[src/brio_hilbert_sort_key_assert.svh]
// Assertion macros shared by the sort key block.
`ifndef BRIO_HILBERT_SORT_KEY_ASSERT_SVH
`define BRIO_HILBERT_SORT_KEY_ASSERT_SVH

// Condition holds at every clock edge out of reset.
`define HSK_ASSERT_ALWAYS(label, clk, rstn, cond, msg) \
    label: assert property (@(posedge clk) disable iff (!(rstn)) (cond)) else $error(msg);

// Consequent holds in the same cycle as the antecedent.
`define HSK_ASSERT_IMPL(label, clk, rstn, ante, cons, msg) \
    label: assert property (@(posedge clk) disable iff (!(rstn)) (ante) |-> (cons)) \
        else $error(msg);

// Consequent holds in the cycle after the antecedent.
`define HSK_ASSERT_NEXT(label, clk, rstn, ante, cons, msg) \
    label: assert property (@(posedge clk) disable iff (!(rstn)) (ante) |=> (cons)) \
        else $error(msg);

`endif

[src/hsk_pkg.sv]
// Shared constants and types for the sort key block.
`timescale 1ns / 1ps
package hsk_pkg;

    localparam int COORD_BITS_DEF = 20;
    localparam int MAX_ROUND_DEF  = 31;

    localparam int ID_W        = 24;
    localparam int GRID_W      = 20;
    localparam int ROUND_W     = 5;
    localparam int HILBERT_W   = 60;
    localparam int IN_TDATA_W  = 88;
    localparam int OUT_TDATA_W = 96;

    // Items allowed between input and output at once.
    localparam int INFLIGHT_MAX = 8;

    localparam logic [63:0] GOLDEN_INC = 64'h9E3779B97F4A7C15;
    localparam logic [63:0] MIX_MUL_A  = 64'hBF58476D1CE4E5B9;
    localparam logic [63:0] MIX_MUL_B  = 64'h94D049BB133111EB;

    typedef enum logic {
        RND_IDLE,
        RND_DRAW
    } rnd_state_t;

    // Control travelling with a point down the key chain.
    typedef struct packed {
        logic            valid;
        logic [ID_W-1:0] id;
    } cell_ctl_t;

    // One finished generator draw.
    typedef struct packed {
        logic        valid;
        logic        odd;
        logic [63:0] state;
    } draw_res_t;

endpackage

[src/hsk_mix_pipe.sv]
// Four-stage splitmix64 output pipeline; reports the low bit of each draw.
`timescale 1ns / 1ps
module hsk_mix_pipe (
    input  logic               aclk,
    input  logic               aresetn,
    input  logic               flush,
    input  logic               issue_valid,
    input  logic [63:0]        issue_state,
    output hsk_pkg::draw_res_t res
);
    import hsk_pkg::*;

    logic        v1_reg, v2_reg, v3_reg, v4_reg;
    logic [63:0] s1_reg, s2_reg, s3_reg, s4_reg;
    logic [63:0] z1_reg;
    logic [63:0] p0_reg, p0_next;
    logic [31:0] p1_reg, p1_next, p2_reg, p2_next;
    logic [31:0] y3_reg;
    logic [63:0] prod_a, y_a;
    logic [31:0] q_b;
    logic        odd4_reg;

    always_comb begin
        p0_next = z1_reg[31:0] * MIX_MUL_A[31:0];
        p1_next = z1_reg[31:0] * MIX_MUL_A[63:32];
        p2_next = z1_reg[63:32] * MIX_MUL_A[31:0];
        prod_a  = p0_reg + {p1_reg + p2_reg, 32'd0};
        y_a     = prod_a ^ (prod_a >> 27);
        // only the low 32 bits of the second product reach bit 0 of the draw
        q_b     = y3_reg * MIX_MUL_B[31:0];
    end

    always_ff @(posedge aclk) begin
        if (!aresetn || flush) begin
            v1_reg <= 1'b0;
            v2_reg <= 1'b0;
            v3_reg <= 1'b0;
            v4_reg <= 1'b0;
        end else begin
            v1_reg <= issue_valid;
            v2_reg <= v1_reg;
            v3_reg <= v2_reg;
            v4_reg <= v3_reg;
        end
    end

    always_ff @(posedge aclk) begin
        s1_reg   <= issue_state;
        z1_reg   <= issue_state ^ (issue_state >> 30);
        s2_reg   <= s1_reg;
        p0_reg   <= p0_next;
        p1_reg   <= p1_next;
        p2_reg   <= p2_next;
        s3_reg   <= s2_reg;
        y3_reg   <= y_a[31:0];
        s4_reg   <= s3_reg;
        odd4_reg <= q_b[0] ^ q_b[31];
    end

    assign res.valid = v4_reg;
    assign res.odd   = odd4_reg;
    assign res.state = s4_reg;

endmodule

[config.mk]
export PLATFORM = sky130hd
export DESIGN_NAME = hsk_mix_pipe
export DESIGN_NICKNAME = d
export VERILOG_FILES = /design/src/brio_hilbert_sort_key_assert.svh /design/src/hsk_pkg.sv /design/src/hsk_mix_pipe.sv
export SDC_FILE = /design/constraint.sdc
export NUM_CORES = 2
export LEC_CHECK = 0
export BUFFER_PORTS_ARGS = -buffer_cell sky130_fd_sc_hd__buf_2
export CAP_MARGIN = 0
export CORE_MARGIN = 4
export CORE_UTILIZATION = 45
export CTS_CLUSTER_DIAMETER = 50
export DETAILED_ROUTE_END_ITERATION = 12
export SLEW_MARGIN = 20
export SYNTH_ARGS = -nofsm -noshare
export SYNTH_HDL_FRONTEND = slang
export SYNTH_SLANG_ARGS = --single-unit
[constraint.sdc]
create_clock -name aclk -period 18.65 [get_ports aclk]
set_clock_uncertainty 0.2 [all_clocks]
set_input_delay 1.865 -clock aclk [delete_from_list [all_inputs] [get_ports aclk]]
set_output_delay 1.865 -clock aclk [all_outputs]
set_load 0.005 [all_outputs]
Yosys cells after proc, flatten, opt, wreduce, memory -nomap -nowiden
Index checks and enable logic that the tools add are counted.

storage, ports and cells
  latch bits = 0
  bits in registers = 470
  bits of input ports = 68
  memory bits (writable) = 0
  ROM bits = 0
  memories kept = 0

operators by class
  multiply operators = 4
  shift-type cells = 0
  $lt $le $gt $ge = 0
  multiplexer cells = 0
  bitwise operators = 3
  reduce and logical (&&, ||, !) cells = 2
  add/sub/neg operators = 2
  eq/ne operators = 0
  divide/modulo/power cells = 0

operators by type and width
  cell                    number
  $xor 64x34->64          1
  $add 59x59->59          1
  $mul 32x29->59 const B  1
  $mul 32x29->27 const B  1
  $mul 32x29->32 const B  1
  $mul 32x32->27 const B  1
  $xor 32x32->32          1
  $add 27x27->27          1
  $logic_not 1->1         1
  $logic_or 1x1->1        1
  $xor 1x1->1             1

Depth between registers and ports, before layout
  depth after elaboration = 3
  gate-level depth with buffers = 28
  mapped depth without buffers = 27

Worst setup path before layout
No wires, ideal clock.

  path kind = reg2reg
  from = register z1_reg[3]
  to = register p0_reg[55]
  cell stages (with the launch flop) = 29
  buffers on the path = 1
  required time = 18.378 ns
  arrival = 7.079 ns
  slack = 11.299 ns
  library setup time = 0.072 ns
  period minus slack after synthesis = 7.351 ns
  path through = dfxtp_1 > inv_1 > fa_1 > inv_1 > fa_1 > inv_1 > fa_1 > fa_1 > fa_1 > fa_1 > inv_1 > fa_1 > inv_1 > fa_1 > inv_1 > ha_1 > clkbuf_1 > a21o_1 > nor3_1 > a31oi_1 > nor2b_1 > a31oi_2 > a31oi_1 > nand4bb_1 > a311oi_2 > o31ai_4 > a21o_1 > a21oi_1 > xnor2_1

between the ends
  cells in the longest elaborated chain, start to end = 1

RTL lines
  what                    RTL line            RTL
  start, declared         hsk_mix_pipe.sv:15  logic [63:0] z1_reg;
  start signal, assigned  hsk_mix_pipe.sv:49  z1_reg <= issue_state ^ (issue_state >> 30);
  $mul 32x29->59          hsk_mix_pipe.sv:24  p0_next = z1_reg[31:0] * MIX_MUL_A[31:0];
  via p0_next[55]         hsk_mix_pipe.sv:16  logic [63:0] p0_reg, p0_next;
  end signal, assigned    hsk_mix_pipe.sv:51  p0_reg <= p0_next;
  end, declared           hsk_mix_pipe.sv:16

The timed path passes the listed nets, and every way through them passes these cells.
A chain may end at the register's enable or synchronous reset.

Worst setup path in the final report
  from = register z1_reg[4]
  to = register p0_reg[55]

Same word-level chain as after synthesis.

==> impl_metrics.py <==
metrics = {
    "worst_hold_path": {
        "hold_end": "s3_reg[43]$_DFF_P_",
        "hp-start": "s2_reg[43]$_DFF_P_",
        "hp-class": "register to register",
        "whs_path_depth": 0,
    },
    "timing": {
        "period_share_pct": 46.5,
        "tns_ns": 0,
        "setup_viol": 0,
        "slew_violations": 0,
        "rsz0062_at_grt": "false",
        "max_freq_mhz": 115,
        "finalHoldViolations": 0,
        "max_slew.worst_pin.slew_ns": 1.04,
        "hold_ws_ns": 0.115,
        "layout_min_cycle_time_ns": 8.68,
        "max_slew_margin_pct": 30.6,
    },
    "flow_run": {
        "drv_cap": 0,
    },
    "critical_path": {
        "crit_type": "register to register",
        "ff2ff_path_depth": 27,
        "crit_path_start_kind": "register",
        "reg2reg_slack_ns": 9.97,
        "end_kind": "register",
        "critPathMaxFanout": 10,
        "rr_startpoint": "z1_reg[4]$_DFF_P_",
        "required_ns": 19.01,
        "arrival_ns": 9.04,
        "reg2reg_to": "p0_reg[55]$_DFF_P_",
    },
    "logic_synthesis": {
        "synth_edf_count": 0,
        "synth.area.top_cells": "fa_1, ha_1, dfxtp_1",
        "synth.most_common_cell": "inv_1",
        "synth_common_cells": "inv_1, fa_1, ha_1, dfxtp_1, xnor2_1",
        "async_reset_ff_share_pct": 0,
        "ys_seq_area_share_pct": 18.3,
        "synth_area_um2": 47700,
        "synthCells": 4470,
        "syn_area_per_cell_um2": 10.7,
        "synth_cell_type_count": 68,
        "synth_top_area_share_pct": 35.7,
        "syn-num-nets": 6212,
        "synth.largest_area_cell": "fa_1",
        "synth_warnings": 0,
        "synth_ff_type": "dfxtp_1",
        "ys_ff_latch": 437,
    },
    "routing": {
        "drt-initial-drc-count": 1705,
        "vias_per_cell": 4.86,
        "first_pass_iters": 5,
        "drc": 0,
        "drtAntennaViolNets": 0,
        "wire_per_inst_um": 20.9,
        "routed_wl_um": 128000,
        "vias": 29700,
    },
    "cts": {
        "clockBufferDepth": 3,
        "cts.clk_slew.worst_paths_ns": 0.06,
        "cts_resized": 0,
        "holdBufCountCts": 0,
        "cts_tree": "yes",
        "cts_sinks": 437,
        "clock_latency_ns": 0.64,
        "cts_setup_buffers": 0,
        "cts_made_buffers": 56,
        "htree_levels": 2,
        "ctsRootBufferMaster": "clkbuf_16",
    },
    "floorplan": {
        "io_pins": 134,
        "start_util_pct": 45.3,
        "die_area_um2": 111000,
        "row_count": 119,
        "die_y_um": 334,
        "fp.dieW_um": 334,
        "core_um2": 105000,
    },
    "placement": {
        "hpwl_um": 113000,
        "globalplace.congestion": 0.964,
        "place.port_buffers": 133,
    },
    "final_layout": {
        "layout-drive-gt1-share_pct": 5.79,
        "nets": 6413,
        "syn2layout_area_growth_pct": 9.32,
    },
    "grt": {
        "grtUsageTotal_pct": 23.5,
        "grtUsageMet2_pct": 36.8,
        "grt_pass1_vias": 31700,
        "antenna_found_initial": 11,
        "grt_max_degree": 17,
        "met1_usage_pct": 32.4,
        "grt_pass1_wl_um": 194000,
        "grt_busiest_layer": "met2",
        "grt_remaining_overflow": 0,
        "use_met3_pct": 5.54,
    },
    "run_status": {
        "status": "completed",
    },
}
[metrics by stage]
step	cells	worst slack, ns	util, %	area, um^2
floorplan	4470	11.30	-	47700
global placement	6004	10.11	47.7	50200
detailed placement	6004	9.99	47.7	50200
CTS	6106	9.97	49.5	52100
global route	6106	9.61	49.5	52100
finish	6108	9.97	49.5	52200
[how the worst max path moves through the flow]
stage	from	end	slack, ns	cells after the start
floorplan	z1_reg[3]$_DFF_P_	p0_reg[55]$_DFF_P_	11.30	28
global placement	z1_reg[11]$_DFF_P_	p0_reg[55]$_DFF_P_	10.11	24
detailed placement	z1_reg[11]$_DFF_P_	p0_reg[55]$_DFF_P_	9.99	24
CTS	z1_reg[11]$_DFF_P_	p0_reg[55]$_DFF_P_	9.97	24
global route	z1_reg[11]$_DFF_P_	p0_reg[55]$_DFF_P_	9.61	24
finish	z1_reg[4]$_DFF_P_	p0_reg[55]$_DFF_P_	9.97	27
[logic make-up (layout without fill, tap and decap cells)]
family | after synthesis | after routing | synth area share, %
buffers and inverters | 1440 | 1685 | 11.3
AND/OR/NAND/NOR | 286 | 286 | 2.99
other | 0 | 2 | 0
multiplexers | 1 | 1 | 0.0210
flip-flops | 437 | 437 | 18.3
AO/OA/AOI/OAI | 349 | 349 | 4.83
XOR/XNOR | 283 | 283 | 5.20
adder cells (fa/ha/maj) | 1674 | 1674 | 57.3
[cell type report]
| cell class | count | area, um^2 |
|---|---|---|
| multi-input combinational | 2593 | 33500 |
| fill | 9707 | 53100 |
| clock buffer | 62 | 1450 |
| tap | 1391 | 1740 |
| inverter | 1434 | 5380 |
| sequential | 437 | 8750 |
| clock inverter | 40 | 493 |
| antenna | 2 | 5.00 |
| timing repair buffer | 149 | 786 |
[critical path, cell delays in order, from the launching register on]
cell       delay, ns
dfxtp_1         0.83
inv_1           0.28
fa_1            0.58
inv_1           0.05
fa_1            0.51
inv_1           0.06
fa_1            0.48
fa_1            0.52
fa_1            0.43
fa_1            0.49
inv_1           0.05
fa_1            0.50
inv_1           0.06
fa_1            0.48
inv_1           0.04
ha_1            0.38
a21o_1          0.21
nor3_1          0.13
a31oi_1         0.14
nor2b_1         0.16
a31oi_2         0.23
a31oi_1         0.16
nand4bb_1       0.26
a311oi_2        0.69
o31ai_4         0.16
a21o_1          0.20
a21oi_1         0.19
xnor2_1         0.14
[layer usage]
layer / vias up / wire, um
li1: 13900 / -
met1: 14800 / 56200
met2: 759 / 57300
met3: 195 / 9130
met4: 6 / 5120
met5: - / 34
[placed cells by master (no fill, tap or decap), types with 7 or more instances in the layout]
cell       count
dfxtp_1      437
a211oi_1       8
a21o_1        55
fa_1         850
nor3_1        23
and3_1         9
ha_1         824
nand2_1       56
xnor2_1      195
nor2b_1       19
clkbuf_16     56
o211ai_1       8
buf_2        133
nand4_1       11
a21oi_1      106
or2_2          7
nand3_1       29
inv_1       1434
o21bai_1      19
o21ai_0       64
o21a_1        15
and2_1        11
nand2b_1      20
nor2_1        76
or3_1         10
a31oi_1       10
buf_4         16
xor2_1        88
Power is not shown: default switching activity piles up to over one toggle a cycle in this logic, so the estimate is an artifact.
