$ cat src/brio_hilbert_sort_key_assert.svh
// Assertion macros shared by the sort key block.
`ifndef BRIO_HILBERT_SORT_KEY_ASSERT_SVH
`define BRIO_HILBERT_SORT_KEY_ASSERT_SVH

// Condition holds at every clock edge out of reset.
`define HSK_ASSERT_ALWAYS(label, clk, rstn, cond, msg) \
    label: assert property (@(posedge clk) disable iff (!(rstn)) (cond)) else $error(msg);

// Consequent holds in the same cycle as the antecedent.
`define HSK_ASSERT_IMPL(label, clk, rstn, ante, cons, msg) \
    label: assert property (@(posedge clk) disable iff (!(rstn)) (ante) |-> (cons)) \
        else $error(msg);

// Consequent holds in the cycle after the antecedent.
`define HSK_ASSERT_NEXT(label, clk, rstn, ante, cons, msg) \
    label: assert property (@(posedge clk) disable iff (!(rstn)) (ante) |=> (cons)) \
        else $error(msg);

`endif

$ cat src/hsk_pkg.sv
// Shared constants and types for the sort key block.
`timescale 1ns / 1ps
package hsk_pkg;

    localparam int COORD_BITS_DEF = 20;
    localparam int MAX_ROUND_DEF  = 31;

    localparam int ID_W        = 24;
    localparam int GRID_W      = 20;
    localparam int ROUND_W     = 5;
    localparam int HILBERT_W   = 60;
    localparam int IN_TDATA_W  = 88;
    localparam int OUT_TDATA_W = 96;

    // Items allowed between input and output at once.
    localparam int INFLIGHT_MAX = 8;

    localparam logic [63:0] GOLDEN_INC = 64'h9E3779B97F4A7C15;
    localparam logic [63:0] MIX_MUL_A  = 64'hBF58476D1CE4E5B9;
    localparam logic [63:0] MIX_MUL_B  = 64'h94D049BB133111EB;

    typedef enum logic {
        RND_IDLE,
        RND_DRAW
    } rnd_state_t;

    // Control travelling with a point down the key chain.
    typedef struct packed {
        logic            valid;
        logic [ID_W-1:0] id;
    } cell_ctl_t;

    // One finished generator draw.
    typedef struct packed {
        logic        valid;
        logic        odd;
        logic [63:0] state;
    } draw_res_t;

endpackage

$ cat src/hsk_gray_cell.sv
// Last cell of the key chain: Gray decode of the transpose and bit interleave.
`timescale 1ns / 1ps
module hsk_gray_cell #(
    parameter int COORD_BITS = hsk_pkg::COORD_BITS_DEF
) (
    input  logic                          aclk,
    input  logic                          aresetn,
    input  logic                          adv,
    input  hsk_pkg::cell_ctl_t            ctl_in,
    input  logic [COORD_BITS-1:0]         w0_in,
    input  logic [COORD_BITS-1:0]         w1_in,
    input  logic [COORD_BITS-1:0]         w2_in,
    output hsk_pkg::cell_ctl_t            ctl_out,
    output logic [hsk_pkg::HILBERT_W-1:0] key_out
);
    import hsk_pkg::*;

    cell_ctl_t             ctl_reg;
    logic [HILBERT_W-1:0]  key_reg;
    logic [HILBERT_W-1:0]  key_next;
    logic [COORD_BITS-1:0] g0, g1, g2, tmask;

    always_comb begin
        g0 = w0_in;
        g1 = w1_in ^ g0;
        g2 = w2_in ^ g1;
        // each low bit flips with the parity of all higher bits of the last word
        for (int j = 0; j < COORD_BITS; j++) begin
            tmask[j] = ^(g2 >> (j + 1));
        end
        g0 = g0 ^ tmask;
        g1 = g1 ^ tmask;
        g2 = g2 ^ tmask;
        key_next = '0;
        for (int b = 0; b < COORD_BITS; b++) begin
            if (3 * b + 2 < HILBERT_W) begin
                key_next[3 * b + 2] = g0[b];
            end
            if (3 * b + 1 < HILBERT_W) begin
                key_next[3 * b + 1] = g1[b];
            end
            if (3 * b < HILBERT_W) begin
                key_next[3 * b] = g2[b];
            end
        end
    end

    always_ff @(posedge aclk) begin
        if (!aresetn) begin
            ctl_reg.valid <= 1'b0;
        end else if (adv) begin
            ctl_reg.valid <= ctl_in.valid;
        end
    end

    always_ff @(posedge aclk) begin
        if (adv) begin
            ctl_reg.id <= ctl_in.id;
            key_reg    <= key_next;
        end
    end

    assign ctl_out = ctl_reg;
    assign key_out = key_reg;

endmodule

$ cat config.mk
export PLATFORM = sky130hd
export DESIGN_NAME = hsk_gray_cell
export DESIGN_NICKNAME = d
export VERILOG_FILES = /design/src/brio_hilbert_sort_key_assert.svh /design/src/hsk_pkg.sv /design/src/hsk_gray_cell.sv
export SDC_FILE = /design/constraint.sdc
export NUM_CORES = 1
export LEC_CHECK = 0
export BUFFER_PORTS_ARGS = -buffer_cell sky130_fd_sc_hd__buf_2
export CAP_MARGIN = 40
export CORE_MARGIN = 2
export CORE_UTILIZATION = 50
export CTS_BUF_LIST = sky130_fd_sc_hd__clkbuf_4 sky130_fd_sc_hd__clkbuf_8
export CTS_CLUSTER_SIZE = 40
export DETAILED_ROUTE_END_ITERATION = 16
export PLACE_DENSITY = 0.83
export SETUP_SLACK_MARGIN = 0.1
export SYNTH_ARGS = -nofsm -noshare
export SYNTH_HDL_FRONTEND = slang
export SYNTH_SLANG_ARGS = --single-unit
$ cat constraint.sdc
create_clock -name aclk -period 3.1 [get_ports aclk]
set_input_delay 0 -clock aclk [delete_from_list [all_inputs] [get_ports aclk]]
set_output_delay 0 -clock aclk [all_outputs]
set_load 0.1 [all_outputs]
==> After elaboration in Yosys (flattened, before gate mapping) <==
Index checks and enable logic that the tools add are counted.
{ "word_totals": {"regBits": 85, "memories": 0, "ramBits": 0, "mem_bits_ro": 0, "latchBits": 0, "out_inout_bits": 85} }
{ "op_classes": {"n_addsub": 0, "eq_ne": 0, "n_div": 0, "bitwise_logic": 5, "multipliers": 0, "shifts": 0, "reduce_logical": 19, "n_mux": 0, "n_lt_le_gt_ge": 0} }
{ "op_table": {"columns": ["cell", "count"], "rows": [
  ["$reduce_xor A20 Y1", 19],
  ["$xor A20 B19 Y20", 3],
  ["$xor A20 B20 Y20", 2]
]} }

==> Longest topological paths before layout <==
Gate-level depths: netlist of the first run.
{ "logic_depth": {"word_depth": 4, "mapped_depth": 8, "ltp_nobuf": 7} }

==> Least setup slack after synthesis of the first run <==
No wires, ideal clock.
{ "synth_timing": {"path_type": "input to register", "start": "in w0_in[14]", "end": "reg key_reg[3], in the netlist key_out[3], data pin", "cell_stages": 5, "slack_ns": 0.737, "t_required_ns": 2.832, "setup_ns": 0.268, "arrival_time_ns": 2.095, "path_buffers": 0, "cell_sequence": "xnor3_1 > xnor3_2 > xnor3_2 > xnor3_2 > xnor3_1"} }
{ "synth_via": {"elab_chain_len": 4} }
{ "synth_lines": {"columns": ["element", "line", "rtl"], "rows": [
  ["start, declared", "hsk_gray_cell.sv:10", "input logic [COORD_BITS-1:0] w0_in,"],
  ["$xor A20 B20 Y20", "hsk_gray_cell.sv:25", "g1 = w1_in ^ g0;"],
  ["$xor A20 B20 Y20", "hsk_gray_cell.sv:26", "g2 = w2_in ^ g1;"],
  ["$reduce_xor A20 Y1", "hsk_gray_cell.sv:29", "tmask[j] = ^(g2 >> (j + 1));"],
  ["$xor A20 B19 Y20", "hsk_gray_cell.sv:33", "g2 = g2 ^ tmask;"],
  ["named net g2[1]", "hsk_gray_cell.sv:21", "logic [COORD_BITS-1:0] g0, g1, g2, tmask;"],
  ["end signal, assigned", "hsk_gray_cell.sv:59", "key_reg <= key_next;"],
  ["end, declared", "hsk_gray_cell.sv:19", "logic [HILBERT_W-1:0] key_reg;"]
]} }
The timed path passes the listed nets, and every way through them passes these cells.
A chain may end at the register's enable or synchronous reset.

==> Worst setup path after layout of the first run <==
{ "layout_timing": {"start": "in w0_in[15]", "end": "reg key_reg[4], in the netlist key_out[4], data pin"} }
{ "layout_via": {"elab_chain_len": 4} }
{ "layout_lines": {"columns": ["element", "line", "rtl"], "rows": [
  ["$xor A20 B20 Y20", "hsk_gray_cell.sv:25", null],
  ["$xor A20 B20 Y20", "hsk_gray_cell.sv:26", null],
  ["$reduce_xor A20 Y1", "hsk_gray_cell.sv:29", null],
  ["$xor A20 B19 Y20", "hsk_gray_cell.sv:32", "g1 = g1 ^ tmask;"],
  ["named net g1[1]", "hsk_gray_cell.sv:21", null]
]} }
The timed path passes the listed nets, and every way through them passes these cells.

==> metrics.cfg, run 1 <==
[timing]
fin_crit_sh_pct=91.9
finalCriticalPeriod_ns=2.85
setup_viol=0
hold_viol=0
drv_slew=0
max_freq_mhz=351
grt_setup_unrepaired=no
setup_tns_ns=0
slew-limit-headroom_pct=61.5
tightest_slew_ns=0.573
fin_skew_ns=0

[worst_hold_path]
min_to=key_out[56]
hp-class=in -> reg
hold_depth=3
hp-start=w0_in[18]

[critical_path]
reg2regPathDepth=3
timing.rr.end=ctl_out[24]
crit_chain=dlygate4sd3_1 -> buf_2 -> xnor2_1 -> xor3_1 -> xnor3_2 -> xor3_2 -> xnor3_1
rrSetupSlack_ns=1.89
cp-end-kind=register
required_ns=3.20
crit_fanout=7
regToRegStartpoint=ctl_out[24]
cpPeakStageDelay_ns=0.55
cp_slowest_cell=dlygate4sd3_1
worstPathArrival_ns=2.95
crit_type=in -> reg
start_kind=input port

[yosys]
yosys.area_share.simple_pct=0.151
ys_ff_latch=85
ys_types=14
synth_top_family_by_area=XOR/XNOR gates
yosys.area.top_type_share_pct=60.9
yosysTopAreaCell=edfxtp_1
muxShareOfSynthArea_pct=0.242
postSynthAreaPerCell_sq_um=19.6
syn_inst=211
synth_compound_area_share_pct=0
synth_xor_area_share_pct=37.3
ys_top_cells_by_area=edfxtp_1, xnor2_1, xnor3_1
yosysWarnings=0
netlist_area_sq_um=4140
synthAdderAreaFrac_pct=0
synth_nets=299
ys_seq_area_share_pct=61.4

[clocking]
cts_tree=done
cts_setup_buffers=0
path_clk_slew_ns=0.10
ctsResizeCount=0
cts.sinks=85
hold_buffers=41
h-tree-depth=3
cts_made_buffers=9
worstSkewPairLatency_ns=0.35
clockBufferDepth=2
cts_root_buf=clkbuf_8

[layout]
fillCellCount=501
final_cell_mix=buf_2, edfxtp_1, xnor2_1
multi_input_area_sq_um=1560
layout.nets=525
layout_commonest_cell=buf_2
post-route-util_pct=70.9
regArea_sq_um=2540
n_antenna_cell=0
drive_above_1_share_pct=45.7
area_delta_synth_final_pct=39.1

[grt]
grt_first_pass_wirelength_mm=13.0
antenna_found_initial=0
grt_pass1_vias=2574
overflow=0
grt_usage_pct=20.2
grt_max_degree=60

[floorplanning]
dieArea_sq_um=9030
core_area_sq_um=8130
die_w_microns=95.0
ios=173
start_util_pct=50.9
num_rows=33
chipHeight_microns=95.0

[route]
vias=2576
wirelength_mm=9.27
dr.pass1.iters=4
vias_per_cell=4.71
drc=0
drt_iter0_markers=127
postRouteAntennaNets=0
wl_per_cell_microns=16.9

[placed_design]
dp_hpwl_mm=6.27
io_buffer_count=172
routabilityCongestion=0.673

[status]
status=completed

[flow_run]
maxCapViolations=0

[cell usage after synthesis]
library cell  number
edfxtp_1          84
xnor2_1           54
xnor3_1           20
xor2_1            20
inv_1              9
xor3_1             9
xnor3_2            5
xnor2_2            2
xor2_2             2
xor3_2             2
buf_2              1
dfxtp_1            1
mux2i_1            1
nor2b_1            1
[sequential cells by signal, indices dropped and copies added (netlist names)]
name     flops
ctl_out     25
key_out     60
[logic make-up after synthesis]
kind of cell  Yosys count
mux                     1
buf+inv                10
flops                  85
xor+xnor              114
simple gates            1
[worst max-delay path: cells and delay by family]
kind | cells | cell delay, ns
xor+xnor | 5 | 2.26
buf+inv | 2 | 0.70
[final cells by class]
cell class	instances	share of cell area [%]
Timing Repair Buffer	216	22.8
Sequential cell	85	44.1
Multi-Input combinational cell	116	27.1
Clock inverter	6	0.825
Inverter	9	0.586
Tap cell	105	2.28
Clock buffer	10	2.28
[worst max-delay path by stage]
stage | slack [ns] | to | start | depth (start not counted)
6_report | 0.25 | key_out[4] | w0_in[15] | 7
5_1_grt | 0.16 | key_out[0] | w0_in[9] | 7
4_1_cts | 0.24 | key_out[4] | w0_in[15] | 7
3_5_place_dp | 0.42 | key_out[4] | w0_in[15] | 6
3_3_place_gp | 0.46 | key_out[4] | w0_in[15] | 6
2_1_floorplan | 0.74 | key_out[3] | w0_in[14] | 5
[metal layers]
metal | track usage [%] | up-vias | routed length, microns
li1 | - | 1205 | -
met1 | 21.0 | 1238 | 3320
met3 | 4.90 | 20 | 650
met2 | 38.1 | 113 | 5040
met5 | 0 | - | 0
met4 | 9.30 | 0 | 248
[per-stage QoR]
step | cells | setup WS, ns | instance area, sq um | hold slack, ns
after floorplan | 211 | 0.737 | 4140 | 0.0989
after global placement | 489 | 0.459 | 5150 | 0.177
after detailed placement | 490 | 0.421 | 5180 | 0.178
after CTS | 547 | 0.238 | 5770 | 0.0117
after global routing | 547 | 0.164 | 5770 | 0.000684
final | 547 | 0.252 | 5770 | 0.00875
Power of run 1 is left out: the tool's default activity adds up to more than one toggle a clock period on the data nets, which glitch-free logic cannot reach.
==> run 2, diff against run 1 <==
--- a/config.mk
+++ b/config.mk
@@ -5,14 +5,15 @@
 export SDC_FILE = /design/constraint.sdc
 export NUM_CORES = 1
 export LEC_CHECK = 0
+export ABC_AREA = 1
 export BUFFER_PORTS_ARGS = -buffer_cell sky130_fd_sc_hd__buf_2
 export CAP_MARGIN = 40
 export CORE_MARGIN = 2
-export CORE_UTILIZATION = 50
+export CORE_UTILIZATION = 53
 export CTS_BUF_LIST = sky130_fd_sc_hd__clkbuf_4 sky130_fd_sc_hd__clkbuf_8
 export CTS_CLUSTER_SIZE = 40
 export DETAILED_ROUTE_END_ITERATION = 16
-export PLACE_DENSITY = 0.83
+export PLACE_DENSITY_LB_ADDON = 0.1
 export SETUP_SLACK_MARGIN = 0.1
 export SYNTH_ARGS = -nofsm -noshare
 export SYNTH_HDL_FRONTEND = slang
==> run 2 against run 1 <==
Worst hold slack better by 0.017 ns. Sequential cell count stayed put. Critical endpoint unchanged. Global-route usage is 2.8 points higher. Area after synthesis is 24% higher. Critical path depth is 9 higher. Critical path type unchanged.
==> metrics.cfg, run 2 <==
[critical_path]
crit_chain=dlygate4sd3_1 -> buf_2 -> or2_1 -> nand2_1 -> nand2_1 -> nand2_4 -> xor2_4 -> nand2_1 -> nand2_1 -> nand2_1 -> nand2_1 -> inv_1 -> nand2_2 -> nand2_1 -> nand2_1 -> nand2_1  ; was dlygate4sd3_1 -> buf_2 -> xnor2_1 -> xor3_1 -> xnor3_2 -> xor3_2 -> xnor3_1
worstPathArrival_ns=2.10  ; was 2.95 ns
cp-end-kind=register  ; unchanged
required_ns=3.22  ; was 3.20 ns
crit_fanout=5  ; was 7
crit_type=in -> reg  ; unchanged
start_kind=input port  ; unchanged
cpPeakStageDelay_ns=0.55  ; about the same
crit_path_frequent_cell=nand2_1
cp_slowest_cell=dlygate4sd3_1  ; unchanged

[grt]
grt_first_pass_wirelength_mm=18.9  ; was 13.0 mm
overflow=0  ; unchanged
grt_pass1_vias=4418  ; was 2,574
grt_max_degree=54  ; was 60
antenna_found_initial=0  ; unchanged
grt_usage_pct=23.0  ; was 20.2%

[route]
wl_per_cell_microns=12.6  ; was 16.9 microns
vias_per_cell=4.73  ; was 4.71
dr.pass1.iters=4  ; unchanged
wirelength_mm=12.0  ; was 9.27 mm
drt_iter0_markers=157  ; was 127
drc=0  ; unchanged
vias=4482  ; was 2,576
postRouteAntennaNets=0  ; unchanged

[power_and_ir_drop]
p_clk_share_pct=16.1
p_per_area_nw_per_um2=813
p_comb_share_pct=54.4
internal_power_mw=2.63
seqPwrFrac_pct=29.5
p_sw_mw=2.92
switching_share_pct=52.7
power.leakage_nw=3.51
ir_drop_mv=0.523

[timing]
grt_setup_unrepaired=no  ; unchanged
fin_crit_sh_pct=63.7  ; was 91.9%
setup_tns_ns=0  ; unchanged
finalHoldWorstSlack_ns=0.0253  ; was 0.00875 ns
tightest_slew_ns=0.513  ; was 0.573 ns
slew-limit-headroom_pct=66.0  ; was 61.5%
fin_skew_ns=0  ; unchanged
max_freq_mhz=506  ; was 351 MHz
setup_viol=0  ; unchanged
worst_slack_ns=1.13  ; was 0.252 ns
hold_viol=0  ; unchanged
finalCriticalPeriod_ns=1.97  ; was 2.85 ns
drv_slew=0  ; unchanged

[status]
status=completed  ; unchanged

[yosys]
synth_ff_type=edfxtp_1  ; unchanged
netlist_area_sq_um=5140  ; was 4140 sq um
synth_nets=678  ; was 299
synth_edf_count=84  ; unchanged
syn_inst=590  ; was 211
yosys-top-cells-count=nand2_1, edfxtp_1, inv_1, nand2_2, nand3_1  ; was edfxtp_1, xnor2_1, xnor3_1, xor2_1
ys_types=23  ; was 14
yosysWarnings=0  ; unchanged
yosysMostFrequentCell=nand2_1  ; was edfxtp_1
async_reset_ff_share_pct=0  ; unchanged
yosysTopAreaCell=edfxtp_1  ; unchanged
postSynthAreaPerCell_sq_um=8.71  ; was 19.6 sq um
ys_top_cells_by_area=edfxtp_1, nand2_1, nand2_2  ; was edfxtp_1, xnor2_1, xnor3_1
ys_ff_latch=85  ; unchanged
ys_seq_area_share_pct=49.5  ; was 61.4%
yosys.area.top_type_share_pct=49.1  ; was 60.9%

[floorplanning]
ios=173  ; unchanged
die_w_microns=102  ; was 95.0 microns
start_util_pct=55.1  ; was 50.9%
num_rows=35  ; was 33
core_area_sq_um=9330  ; was 8130 sq um
dieArea_sq_um=10500  ; was 9030 sq um
chipHeight_microns=102  ; was 95.0 microns

[layout]
area_delta_synth_final_pct=32.7  ; was 39.1%
drive_above_1_share_pct=34.8  ; was 45.7%
largest_register_ffs=60  ; unchanged
final_cell_mix=nand2_1, buf_2, edfxtp_1  ; was buf_2, edfxtp_1, xnor2_1
layout.nets=902  ; was 525
layout_commonest_cell=nand2_1  ; was buf_2
fillCellCount=716  ; was 501
multi_input_area_sq_um=2290  ; was 1560 sq um
post-route-util_pct=73.1  ; was 70.9%
n_antenna_cell=0  ; unchanged
regArea_sq_um=2540  ; unchanged

[clocking]
worstSkewPairLatency_ns=0.35  ; about the same
cts_root_buf=clkbuf_8  ; unchanged
h-tree-depth=3  ; unchanged
path_clk_slew_ns=0.09  ; was 0.10 ns
cts.sinks=85  ; unchanged
cts_made_buffers=9  ; unchanged
clockBufferDepth=2  ; unchanged
cts_tree=done  ; unchanged

[placed_design]
pre_cts_ws_ns=1.32  ; was 0.421 ns
io_buffer_count=172  ; unchanged
dp_hpwl_mm=8.67  ; was 6.27 mm
routabilityCongestion=0.915  ; was 0.673

[worst_hold_path]
hp-class=in -> reg  ; unchanged

[flow_run]
maxCapViolations=0  ; unchanged

## run 2: what timing repair did
action	CTS	global route
buffers inserted	0	0
hold buffers	41	0
hold endpoints to repair	40	0
gates resized for setup	0	0
endpoints found under the setup margin	0	0
## run 2: area by class of cell
cell class | instances | share of cell area [%]
Multi-Input combinational cell | 423 | 33.5
Inverter | 81 | 4.46
Timing Repair Buffer | 214 | 19.1
Tap cell | 129 | 2.37
Clock inverter | 6 | 1.38
Sequential cell | 85 | 37.3
Clock buffer | 10 | 1.93
## run 2: per-stage QoR
stage                     area [sq um]  total power [mW]  cells
after detailed placement          6190              4.63    891
after global routing              6820              5.80    948
after floorplan                   5140              4.17    590
after CTS                         6820              5.56    948
final                             6820              5.55    948
after global placement            6160              4.59    890
## run 2: layer usage
layer / vias to the layer above / wire length [microns] / GRT usage, %
met4: 0 / 286 / 9.54
met3: 21 / 804 / 5.54
met1: 2031 / 4740 / 24.9
met5: - / 0 / 0
li1: 2295 / - / -
met2: 135 / 6130 / 42.5
## run 2: final timing paths
path	depth (start not counted)	from	end	slack [ns]
max	16	w0_in[6]	key_out[4]	1.13
min	2	w0_in[11]	key_out[35]	0.03
max reg2reg	3	ctl_out[24]	ctl_out[24]	1.91
min reg2reg	3	ctl_out[24]	ctl_out[24]	1.11
## run 2: cells by family after synthesis
family | Yosys count | synth area share (%)
DFF | 85 | 49.5
and+or+nand+nor | 371 | 34.3
buffers and inverters | 82 | 6.01
xor gates and xnor gates | 50 | 9.98
AOI/OAI and AO/OA | 2 | 0.195
## run 2: power by group through the flow
stage                     Clock (mW)  Combinational [mW]  Sequential (mW)
final                          0.893                3.02             1.64
after global routing           0.942                3.20             1.66
after CTS                      0.906                3.02             1.64
after detailed placement           0                2.97             1.66
after global placement             0                2.93             1.66
after floorplan                    0               0.849             3.32
## run 2: critical path: cells and delay by family
family	cells	cell delay (ns)
XOR/XNOR	1	0.20
AND/OR/NAND/NOR	12	1.14
buffers and inverters	3	0.75
No activity file was read; power rests on OpenSTA's default activity.
