**config.mk**
```make
export PLATFORM = sky130hd
export DESIGN_NAME = hsk_level_cell
export DESIGN_NICKNAME = d
export VERILOG_FILES = /design/src/brio_hilbert_sort_key_assert.svh /design/src/hsk_pkg.sv /design/src/hsk_level_cell.sv
export SDC_FILE = /design/constraint.sdc
export NUM_CORES = 1
export LEC_CHECK = 0
export BUFFER_PORTS_ARGS = -buffer_cell sky130_fd_sc_hd__clkbuf_2
export CAP_MARGIN = 20
export CORE_MARGIN = 1.5
export CORE_UTILIZATION = 43
export CTS_BUF_LIST = sky130_fd_sc_hd__clkbuf_4 sky130_fd_sc_hd__clkbuf_8
export CTS_CLUSTER_DIAMETER = 150
export CTS_CLUSTER_SIZE = 30
export DETAILED_ROUTE_END_ITERATION = 8
export PLACE_DENSITY = 0.82
export SLEW_MARGIN = 0
export SYNTH_ARGS = -nofsm -noshare
export SYNTH_HDL_FRONTEND = slang
export SYNTH_SLANG_ARGS = --single-unit
```
**constraint.sdc**
```tcl
create_clock -name aclk -period 0.9 [get_ports aclk]
set_input_delay 0.045 -clock aclk [delete_from_list [all_inputs] [get_ports aclk]]
set_output_delay 0.045 -clock aclk [all_outputs]
set_load 0.01 [all_outputs]
```
**src/brio_hilbert_sort_key_assert.svh**
```systemverilog
// Assertion macros shared by the sort key block.
`ifndef BRIO_HILBERT_SORT_KEY_ASSERT_SVH
`define BRIO_HILBERT_SORT_KEY_ASSERT_SVH

// Condition holds at every clock edge out of reset.
`define HSK_ASSERT_ALWAYS(label, clk, rstn, cond, msg) \
    label: assert property (@(posedge clk) disable iff (!(rstn)) (cond)) else $error(msg);

// Consequent holds in the same cycle as the antecedent.
`define HSK_ASSERT_IMPL(label, clk, rstn, ante, cons, msg) \
    label: assert property (@(posedge clk) disable iff (!(rstn)) (ante) |-> (cons)) \
        else $error(msg);

// Consequent holds in the cycle after the antecedent.
`define HSK_ASSERT_NEXT(label, clk, rstn, ante, cons, msg) \
    label: assert property (@(posedge clk) disable iff (!(rstn)) (ante) |=> (cons)) \
        else $error(msg);

`endif

```
**src/hsk_pkg.sv**
```systemverilog
// Shared constants and types for the sort key block.
`timescale 1ns / 1ps
package hsk_pkg;

    localparam int COORD_BITS_DEF = 20;
    localparam int MAX_ROUND_DEF  = 31;

    localparam int ID_W        = 24;
    localparam int GRID_W      = 20;
    localparam int ROUND_W     = 5;
    localparam int HILBERT_W   = 60;
    localparam int IN_TDATA_W  = 88;
    localparam int OUT_TDATA_W = 96;

    // Items allowed between input and output at once.
    localparam int INFLIGHT_MAX = 8;

    localparam logic [63:0] GOLDEN_INC = 64'h9E3779B97F4A7C15;
    localparam logic [63:0] MIX_MUL_A  = 64'hBF58476D1CE4E5B9;
    localparam logic [63:0] MIX_MUL_B  = 64'h94D049BB133111EB;

    typedef enum logic {
        RND_IDLE,
        RND_DRAW
    } rnd_state_t;

    // Control travelling with a point down the key chain.
    typedef struct packed {
        logic            valid;
        logic [ID_W-1:0] id;
    } cell_ctl_t;

    // One finished generator draw.
    typedef struct packed {
        logic        valid;
        logic        odd;
        logic [63:0] state;
    } draw_res_t;

endpackage

```
**src/hsk_level_cell.sv**
```systemverilog
// One bit level of the Hilbert transpose: conditional invert or exchange of low bits.
`timescale 1ns / 1ps
module hsk_level_cell #(
    parameter int COORD_BITS = hsk_pkg::COORD_BITS_DEF,
    parameter int LEVEL      = 1
) (
    input  logic                  aclk,
    input  logic                  aresetn,
    input  logic                  adv,
    input  hsk_pkg::cell_ctl_t    ctl_in,
    input  logic [COORD_BITS-1:0] w0_in,
    input  logic [COORD_BITS-1:0] w1_in,
    input  logic [COORD_BITS-1:0] w2_in,
    output hsk_pkg::cell_ctl_t    ctl_out,
    output logic [COORD_BITS-1:0] w0_out,
    output logic [COORD_BITS-1:0] w1_out,
    output logic [COORD_BITS-1:0] w2_out
);
    import hsk_pkg::*;

    localparam logic [COORD_BITS-1:0] LOW_MASK =
        (COORD_BITS'(1) << LEVEL) - COORD_BITS'(1);

    cell_ctl_t             ctl_reg;
    logic [COORD_BITS-1:0] w0_reg, w1_reg, w2_reg;
    logic [COORD_BITS-1:0] w0_next, w1_next, w2_next;
    logic [COORD_BITS-1:0] t1, t2;

    always_comb begin
        w0_next = w0_in;
        w1_next = w1_in;
        w2_next = w2_in;
        t1      = '0;
        t2      = '0;
        if (w0_next[LEVEL]) begin
            w0_next = w0_next ^ LOW_MASK;
        end
        if (w1_next[LEVEL]) begin
            w0_next = w0_next ^ LOW_MASK;
        end else begin
            t1      = (w0_next ^ w1_next) & LOW_MASK;
            w0_next = w0_next ^ t1;
            w1_next = w1_next ^ t1;
        end
        if (w2_next[LEVEL]) begin
            w0_next = w0_next ^ LOW_MASK;
        end else begin
            t2      = (w0_next ^ w2_next) & LOW_MASK;
            w0_next = w0_next ^ t2;
            w2_next = w2_next ^ t2;
        end
    end

    always_ff @(posedge aclk) begin
        if (!aresetn) begin
            ctl_reg.valid <= 1'b0;
        end else if (adv) begin
            ctl_reg.valid <= ctl_in.valid;
        end
    end

    always_ff @(posedge aclk) begin
        if (adv) begin
            ctl_reg.id <= ctl_in.id;
            w0_reg     <= w0_next;
            w1_reg     <= w1_next;
            w2_reg     <= w2_next;
        end
    end

    assign ctl_out = ctl_reg;
    assign w0_out  = w0_reg;
    assign w1_out  = w1_reg;
    assign w2_out  = w2_reg;

endmodule

```
* Word level (Yosys, flattened, before mapping)
Cells that the tools add are included.
** Word-level totals
- Bits in registers :: 85
- Bits of input ports :: 88
- Output and inout bits :: 85
- Word-level logic and storage cells :: 21
** Cells by class
- Muxes and demuxes :: 5
- Bitwise logic cells :: 9
** Operators by type and width (number)
- $mux W20 :: 4
- $xor A20 B1 Y20 :: 4
- $not A1 Y1 :: 3
- $mux W2 :: 1
- $xor A1 B1 Y1 :: 2

* Logic depth before layout (Yosys ltp)
Gate-level depths: netlist of run 1.
- Depth after elaboration :: 8
- Mapped depth :: 3
- Depth with buffers taken out :: 3

* Worst setup path before layout of run 1
No wires, ideal clock.
- Kind :: input to register
- Start :: input w0_in[1]
- End :: register w0_reg[0] (netlist: w0_out[0]), data pin
- Setup time :: 260 ps
- Arrival time :: 562 ps
- Required time :: 640 ps
- Setup slack :: 78 ps
- Cell stages on the path :: 3
- Buffers on the path :: 0
- Path through :: xnor2_1 > mux2i_1 > mux2_4
** Between the ends
- Cells in the longest elaborated chain, start to end :: 7
- Elaborated cells between the ends (all ways) :: 9
- Those cells by class :: mux (3); bitwise (6)
** Ends and longest elaborated chain
- start, declared :: line hsk_level_cell.sv:11 : input logic [COORD_BITS-1:0] w0_in,
- $mux W2 * :: line hsk_level_cell.sv:35 : if (w0_next[LEVEL]) begin
- $xor A1 B1 Y1 :: line hsk_level_cell.sv:41 : t1 = (w0_next ^ w1_next) & LOW_MASK;
- $xor A20 B1 Y20 :: line hsk_level_cell.sv:42 : w0_next = w0_next ^ t1;
- $mux W20 * :: line hsk_level_cell.sv:38 : if (w1_next[LEVEL]) begin
- $xor A1 B1 Y1 :: line hsk_level_cell.sv:48 : t2 = (w0_next ^ w2_next) & LOW_MASK;
- $xor A20 B1 Y20 :: line hsk_level_cell.sv:49 : w0_next = w0_next ^ t2;
- $mux W20 * :: line hsk_level_cell.sv:45 : if (w2_next[LEVEL]) begin
- via w0_next[0] :: line hsk_level_cell.sv:26 : logic [COORD_BITS-1:0] w0_next, w1_next, w2_next;
- end signal, assigned :: line hsk_level_cell.sv:65 : w0_reg <= w0_next;
- end, declared :: line hsk_level_cell.sv:25 : logic [COORD_BITS-1:0] w0_reg, w1_reg, w2_reg;
Mark *: on every way through the listed nets, which the timed path passes. The rest lies on a longest branch.
A chain may end at the register's enable or synchronous reset.

* Worst setup path in the final report of run 1
- Start :: register w1_reg[4] (netlist: w1_out[4])
- End :: output w1_out[4]
** RTL lines
- start, declared :: line hsk_level_cell.sv:25
- start signal, assigned :: line hsk_level_cell.sv:66 : w1_reg <= w1_next;
- end, declared :: line hsk_level_cell.sv:16 : output logic [COORD_BITS-1:0] w1_out,
No word-level cell between the ends.

==> results.md, run 1 <==
- In this run the clock root is driven by a sky130_fd_sc_hd__clkbuf_8.
- Traced cell by cell, the critical path runs through clkbuf_2.
- The die footprint is 6590 um^2.
- For hold timing, the worst endpoint is w0_out[0].
- The final core utilization is 79.7%.
- The later-pin clock latency in the skew report is 0.35 ns.
- Setup repair after global routing could not meet its margin everywhere.
- The measured slew at the worst slew-check pin is 0.269 ns.
- In the finished design, the share of the clock period the worst path needs comes to 109%.
- The combined buffer and inverter count along the critical path is 1.
- The number of pins exceeding their max-slew limit in the final report is 0.
- The area of combinational cells with multiple inputs is 68.8 um^2.
- The final RePlAce weighted congestion is 0.764.
- The number of primary I/O pins is 173.
- The worst path required time is 0.85 ns.
- In the final timing run, aggregate negative setup slack is -1.60 ns.
- The run finished, with violations left.
- The placeable core area is 5920 um^2.
- In the final routed layout, each cell accounts on average for 19.1 um.
- The wire length of the first global-routing pass is 12100 um.
- The max capacitance violation total is 0.
- After floorplanning, the core was divided into 28 placement rows.
- In this run the power density over the cells is 1920 nW/um^2.
- The setup path with the least slack is of type flip-flop to primary output.
- After clock tree synthesis, the clock-pin slew on the worst setup and hold paths is 0.09 ns.
- The via count of the first global-routing pass is 2236.
- The cell area after synthesis is 2630 um^2.
- The net count after synthesis is 185.
- The number of antenna violations at the first check in global routing is 0.
- Entering global routing, the biggest net connects 34 pins.
- Sequential elements use 96.8% of the synthesized area.
- The number of detailed-routing iterations run before antenna repair is 4.
- In this run the register-to-register setup slack is 0.23 ns.
- The total cell area at the placement stage is 3650 um^2.
- The total design power is 9060 uW.
- The relative max-transition margin is 81.9%.
- The distinct cell type count after synthesis is 10.
- The reported leakage power is 0.00208 uW.
- Broken down by cell family, the worst path's largest delay share belongs to flip-flops.
- The launching element type of the critical path is a flip-flop.
- The largest stage delay on the critical path is 0.43 ns.
- 0 antenna diodes ended up in the layout.
- Using the TritonRoute via totals, the vias-per-cell ratio works out to 4.68.
- The routed design could run at a clock period as short as 0.981 ns.
- The mean instance size in the synthesized netlist is 27.1 um^2.
- During placement, the flow inserted port buffers numbering 172.
- The post-route netlist has 52.4% of its cells at a drive strength greater than 1.
- The reg-to-reg startpoint is ctl_out[24].
- The worst-case clock skew is 0 ns.
- For this block, the initial DRC count from the detailed router was 146.
- The worst slack on hold paths is 0.0297 ns.
- The checks that failed: setup timing.
- The flop and latch count out of synthesis is 85.
- Summing all non-filler instances in the final layout gives an area of 4720 um^2.
- The worst setup path is captured at a primary output.
- The peak ir drop on the vdd network is 0.00137 V.
- The final-stage net count is 453.
- After detailed routing, the total wire length is 8480 um.
- The number of vias in the routed layout is 2081.
- The capture instance of the worst register-to-register path is ctl_out[24].
- The biggest fanout along the worst timing path is 1.
- Once the clock tree was built, the setup fixing pass inserted 0 buffers.
- The cell at the slowest stage of the critical path is sky130_fd_sc_hd__edfxtp_1.
- The overall die height is 81.2 um.
- Along the worst hold path, the cell count comes to 2.
- Data arrives at the worst endpoint at 0.94 ns.
- Clock tree synthesis inserted a total of 9 buffers.
- Detailed placement finished with a half-perimeter wire length of 4470 um.
- The post-route worst setup slack is -0.0814 ns.
- The number of levels in the clock H-tree is 3.
- Registers take 2540 um^2.
- The class of the most critical hold timing path is input pin to flip-flop.
- Once the floorplan was initialized, standard cells occupied 44.4% of the core.
- The number of sinks handled by clock tree synthesis is 85.
- The floorplan step set the die width to 81.2 um.
- Static timing analysis puts the maximum clock frequency at 1020 MHz.
- The Yosys step of the flow raised 0 warnings.
- TritonCTS built the clock tree.
- From synthesis to final layout, the design area changed by 79.7%.
- The number of hold violations in the final report came to 0.
- The worst hold path begins at w2_in[0].
- The filler cells instantiated in the layout total 310.
- The remaining routing DRC violations is 0.
- The post-synthesis cell count is 97.
- The number of cells traversed by the worst register-to-register path is 2.
- Setup violations remaining at the end of the flow were counted as 63.
- The overall fraction of global-route tracks in use is 27.4%.
- The buffer levels on the longest clock path is 2.
- The total overflow left after global routing is 0.
- The antenna violation net count after detailed routing is 0.
## area by class of cell
class / instances / area share, %
Timing Repair Buffer: 259 / 37.5
Sequential cell: 85 / 53.9
Inverter: 2 / 0.159
Clock buffer: 11 / 3.21
Multi-Input combinational cell: 8 / 1.46
Tap cell: 75 / 1.99
Clock inverter: 5 / 1.75
## cell usage in the layout, fill, tap and decap left out
cell	synthesis	layout
sky130_fd_sc_hd__buf_4	0	3
sky130_fd_sc_hd__nor2b_1	1	1
sky130_fd_sc_hd__dlygate4sd3_1	0	83
sky130_fd_sc_hd__a21oi_1	1	1
sky130_fd_sc_hd__mux2i_1	3	3
sky130_fd_sc_hd__xnor2_1	1	1
sky130_fd_sc_hd__bufinv_16	0	2
sky130_fd_sc_hd__buf_2	0	1
sky130_fd_sc_hd__mux2_4	1	1
sky130_fd_sc_hd__clkinvlp_4	0	3
sky130_fd_sc_hd__buf_6	0	1
sky130_fd_sc_hd__clkbuf_8	0	11
sky130_fd_sc_hd__clkbuf_2	0	168
sky130_fd_sc_hd__dfxtp_2	0	1
sky130_fd_sc_hd__nor2_1	1	1
sky130_fd_sc_hd__edfxtp_1	84	84
sky130_fd_sc_hd__buf_12	0	3
sky130_fd_sc_hd__inv_1	2	2
## cell usage after synthesis
cell type,number,area [um^2]
sky130_fd_sc_hd__edfxtp_1,84,2520
sky130_fd_sc_hd__dfxtp_1,1,20.0
sky130_fd_sc_hd__inv_1,2,7.51
sky130_fd_sc_hd__clkbuf_1,2,7.51
sky130_fd_sc_hd__a21oi_1,1,5.00
sky130_fd_sc_hd__mux2i_1,3,30.0
sky130_fd_sc_hd__nor2_1,1,3.75
sky130_fd_sc_hd__xnor2_1,1,8.76
sky130_fd_sc_hd__mux2_4,1,15.0
sky130_fd_sc_hd__nor2b_1,1,6.26
## where the power goes
group	internal (uW)	switching [uW]	total (uW)
registers	4700	110	4810
clock network	1710	1390	3100
logic	612	539	1150
total	7030	2040	9060
## how the worst max path moves through the flow
stage                 from          end  slack [ns]  cells past startpoint
6_report         w1_out[4]    w1_out[4]       -0.08                      1
5_1_grt        ctl_out[21]  ctl_out[21]       -0.12                      1
4_1_cts          w1_out[4]    w1_out[4]       -0.06                      1
3_5_place_dp      w0_in[1]    w0_out[0]       -0.07                      4
3_3_place_gp      w0_in[1]    w0_out[0]       -0.06                      4
2_1_floorplan     w0_in[1]    w0_out[0]        0.08                      3
## logic make-up (layout without fill, tap and decap cells)
| kind of cell | count (synthesis) | in the layout | share of synthesized area (%) |
|---|---|---|---|
| flops | 85 | 85 | 96.8 |
| mux | 4 | 4 | 1.71 |
| buf+inv | 4 | 277 | 0.572 |
| simple gates | 2 | 2 | 0.381 |
| compound gates | 1 | 1 | 0.190 |
| xor+xnor | 1 | 1 | 0.334 |
## through the flow
stage | cells | setup WS, ns
floorplan | 97 | 0.0777
global placement | 347 | -0.0584
detailed placement | 347 | -0.0672
CTS | 446 | -0.0617
global route | 445 | -0.118
finish | 445 | -0.0814
## layer usage
metal  vias to the layer above  track usage [%]  wire length [um]  share of wire, %
met3                        23             10.0               686               8.1
met5                         -                0                 0                 0
li1                        920                -                 -                 -
met4                         0             12.2               226               2.7
met2                       141             48.7              4650                55
met1                       997             29.0              2920                34
## registers in the layout (all words and copies together), names as in the netlist
register	cells
w2_out	20
ctl_out	25
w0_out	20
w1_out	20
## what timing repair did
action	in CTS	in global routing
endpoints found under the setup margin	66	86
hold buffers	83	0
pin swaps	0	0
resized for setup	0	4
hold endpoints to repair	82	0
No activity file was read; power rests on OpenSTA's default activity.
==> run 2, diff against run 1 <==
--- a/config.mk
+++ b/config.mk
@@ -14,6 +14,7 @@
 export CTS_CLUSTER_SIZE = 30
 export DETAILED_ROUTE_END_ITERATION = 8
 export PLACE_DENSITY = 0.82
+export RECOVER_POWER = 50
 export SLEW_MARGIN = 0
 export SYNTH_ARGS = -nofsm -noshare
 export SYNTH_HDL_FRONTEND = slang
==> results.md, run 2 (same netlist as run 1, synthesis figures left out) <==
- The setup slack after placement came to -0.0672 ns (unchanged).
- The buffer levels on the longest clock path is 2 (unchanged).
- The chip width came to 81.2 um (unchanged).
- The worst-case register-to-register setup slack is 0.22 ns (about the same).
- The final reports fail on setup timing.
- The critical path is of the flip-flop to primary output type.
- The reported leakage power is 0.00205 uW (-1.4%).
- The worst-case clock skew was 0 ns (unchanged).
- The run finished, with violations left.
- The placeable core area is 5920 um^2 (unchanged).
- The overall die height was 81.2 um (unchanged).
- The total cell area at the placement stage was 3650 um^2 (unchanged).
- The largest stage delay on the critical path is 0.43 ns (about the same).
- The biggest fanout along the worst timing path is 1 (unchanged).
- The worst hold path stage count is 2 (unchanged).
- The number of levels in the clock H-tree is 3 (unchanged).
- The count of port buffers added during placement is 172 (unchanged).
- The cell count along the critical path was 1 (unchanged).
- The post-route worst setup slack was -0.0872 ns (-0.00573 ns).
- The relative max-transition margin is 52.5% (-29 points).
- The post-route setup TNS is -1.84 ns (-0.239 ns).
- The number of sinks handled by clock tree synthesis was 85 (unchanged).
- The number of detailed-routing iterations run before antenna repair is 5 (+1).
- The total CTS buffers came to 9 (unchanged).
- The residual overflow from global routing was 0 (unchanged).
- The number of vias in the routed layout is 2107 (+1.2%).
- The peak ir drop on the vdd network came to 0.00136 V (-0.43%).
- The sum of routed wire length over all layers is 8500 um (+0.15%).
- The combined buffer and inverter count along the critical path is 1 (unchanged).
- The launching element type of the critical path is a flip-flop.
- The layout overhead on the synthesized area is 77.6%.
- The die footprint was 6590 um^2 (unchanged).
- The effective utilization at floorplan is 44.4% (unchanged).
- The capturing element type of the critical path is a primary output.
- The maximum number of pins on one net before global-route repair is 34 (unchanged).
- The number of primary I/O pins is 173 (unchanged).
- The later-pin clock latency in the skew report was 0.35 ns (about the same).
- The final-stage net count was 453 (unchanged).
- The cell at the slowest stage of the critical path is sky130_fd_sc_hd__edfxtp_1.
- The wire length of the first global-routing pass came to 12100 um (unchanged).
- The power density over the cells came to 1940 nW/um^2 (+1.0%).
- The measured slew at the worst slew-check pin is 0.713 ns (+0.444 ns).
- The routed wire length per instance is 19.1 um (+0.15%).
- The number of flip-flops in the largest register is 25 (unchanged).
- The number of placement rows is 28 (unchanged).
- The fraction of final layout cells with drive strength greater than 1 is 51.4% (-1.1 points).
- The summed area of non-filler cells in the final layout is 4660 um^2 (-1.2%).
- The final non-filler cell total was 445 (unchanged).
- The overall fraction of global-route tracks in use is 27.4% (unchanged).
- The post-DP HPWL is 4470 um (unchanged).
- The total placed cells including tap cells came to 347 (unchanged).
- The count of endpoints failing setup in the final report came to 65 (+3.2%).
- The final cycle utilization of the critical path is 110% (+0.64 points).
- The antenna violation net count after detailed routing is 0 (unchanged).
- The TritonCTS clock tree is yes.
- CTS placed an instance of sky130_fd_sc_hd__clkbuf_8 at the clock tree root.
- The antenna diode count came to 0 (unchanged).
- The clock slew at the register clock pins of the worst setup and hold paths is 0.09 ns (about the same).
- The max capacitance violation total was 0 (unchanged).
- The number of hold violations in the final report is 0 (unchanged).
- The number of cells traversed by the worst register-to-register path is 2 (unchanged).
- The total design power was 9050 uW (-0.17%).
- The violation count after the first detailed-route iteration came to 170 (+16%).
- The number of antenna violations at the first check in global routing is 0 (unchanged).
- In this run the worst hold path is classified as input pin to flip-flop.
- The clock period minus final worst setup slack is 0.987 ns (+0.00573 ns).
- The timing-limited maximum frequency came to 1010 MHz (-0.58%).
- The remaining routing DRC violations is 0 (unchanged).
- The vias per cell came to 4.73 (+1.2%).
- The signal on the critical path passes through clkbuf_2.
- The top cell types in the final layout, fill and taps aside, are sky130_fd_sc_hd__clkbuf_2 (169), sky130_fd_sc_hd__edfxtp_1 (84), sky130_fd_sc_hd__dlygate4sd3_1 (83).
- The number of pins exceeding their max-slew limit in the final report is 0 (unchanged).
- The gate family responsible for the most delay along the worst path is flip-flops.
- The via count of the first global-routing pass came to 2236 (unchanged).
- The data arrival time of the critical path is 0.94 ns (about the same).
- The commonest non-fill, non-tap cell in the layout is sky130_fd_sc_hd__clkbuf_2.
- The final RePlAce weighted congestion came to 0.764 (unchanged).
- Setup repair after global routing could not meet its margin everywhere.
- The worst path required time is 0.85 ns (about the same).
- The post-CTS setup repair buffer count is 0 (unchanged).
-- run 2: changes by cell type in the layout (fill, tap and decap cells not counted) --
cell                       before  now
sky130_fd_sc_hd__clkbuf_2     168  169
sky130_fd_sc_hd__buf_4          3    0
sky130_fd_sc_hd__clkbuf_1       0    4
sky130_fd_sc_hd__clkbuf_4       0    1
sky130_fd_sc_hd__buf_12         3    0
-- run 2: timing repair --
action                                 4_1_cts  5_1_grt
hold buffers                                83        0
pin swaps                                    0        0
endpoints found under the hold margin       82        0
gates resized for setup                      0        4
setup endpoints to repair                   66       86
-- run 2: path summary, 6_finish.rpt --
path,to,startpoint
worst min register to register,ctl_out[24],ctl_out[24]
worst max register to register,ctl_out[24],ctl_out[24]
worst min-delay path,w0_out[0],w2_in[0]
worst max-delay path,w1_out[4],w1_out[4]
-- run 2: area by class of cell --
| type | count | area, um^2 |
|---|---|---|
| fillers | 317 | 1260 |
| clock buffers | 11 | 151 |
| clock inverters | 5 | 82.6 |
| repair buffers | 259 | 1720 |
| flip-flops and latches | 85 | 2540 |
| inverters | 2 | 7.51 |
| multi-input cells | 8 | 68.8 |
| well taps | 75 | 93.8 |
-- run 2: through the flow --
step | utilization (%) | hold WS (ns)
after floorplan | - | 0.144
after detailed placement | 61.7 | 0.224
after CTS | 79.6 | 0.00340
final | 78.8 | 0.0253
after global placement | 61.7 | 0.221
after global routing | 78.8 | 0.0227
-- run 2: report_power, final --
group	switching [uW]	internal [uW]	total (uW)
sequential	111	4700	4810
combinational	537	585	1120
clock	1400	1710	3120
-- run 2: per-layer routing --
layer / up-vias / GRT usage, % / share of wire (%)
met1: 1016 / 29.0 / 34
met3: 23 / 10.0 / 8.4
li1: 919 / - / -
met2: 149 / 48.7 / 54
met5: - / 0 / 0
met4: 0 / 12.2 / 2.8
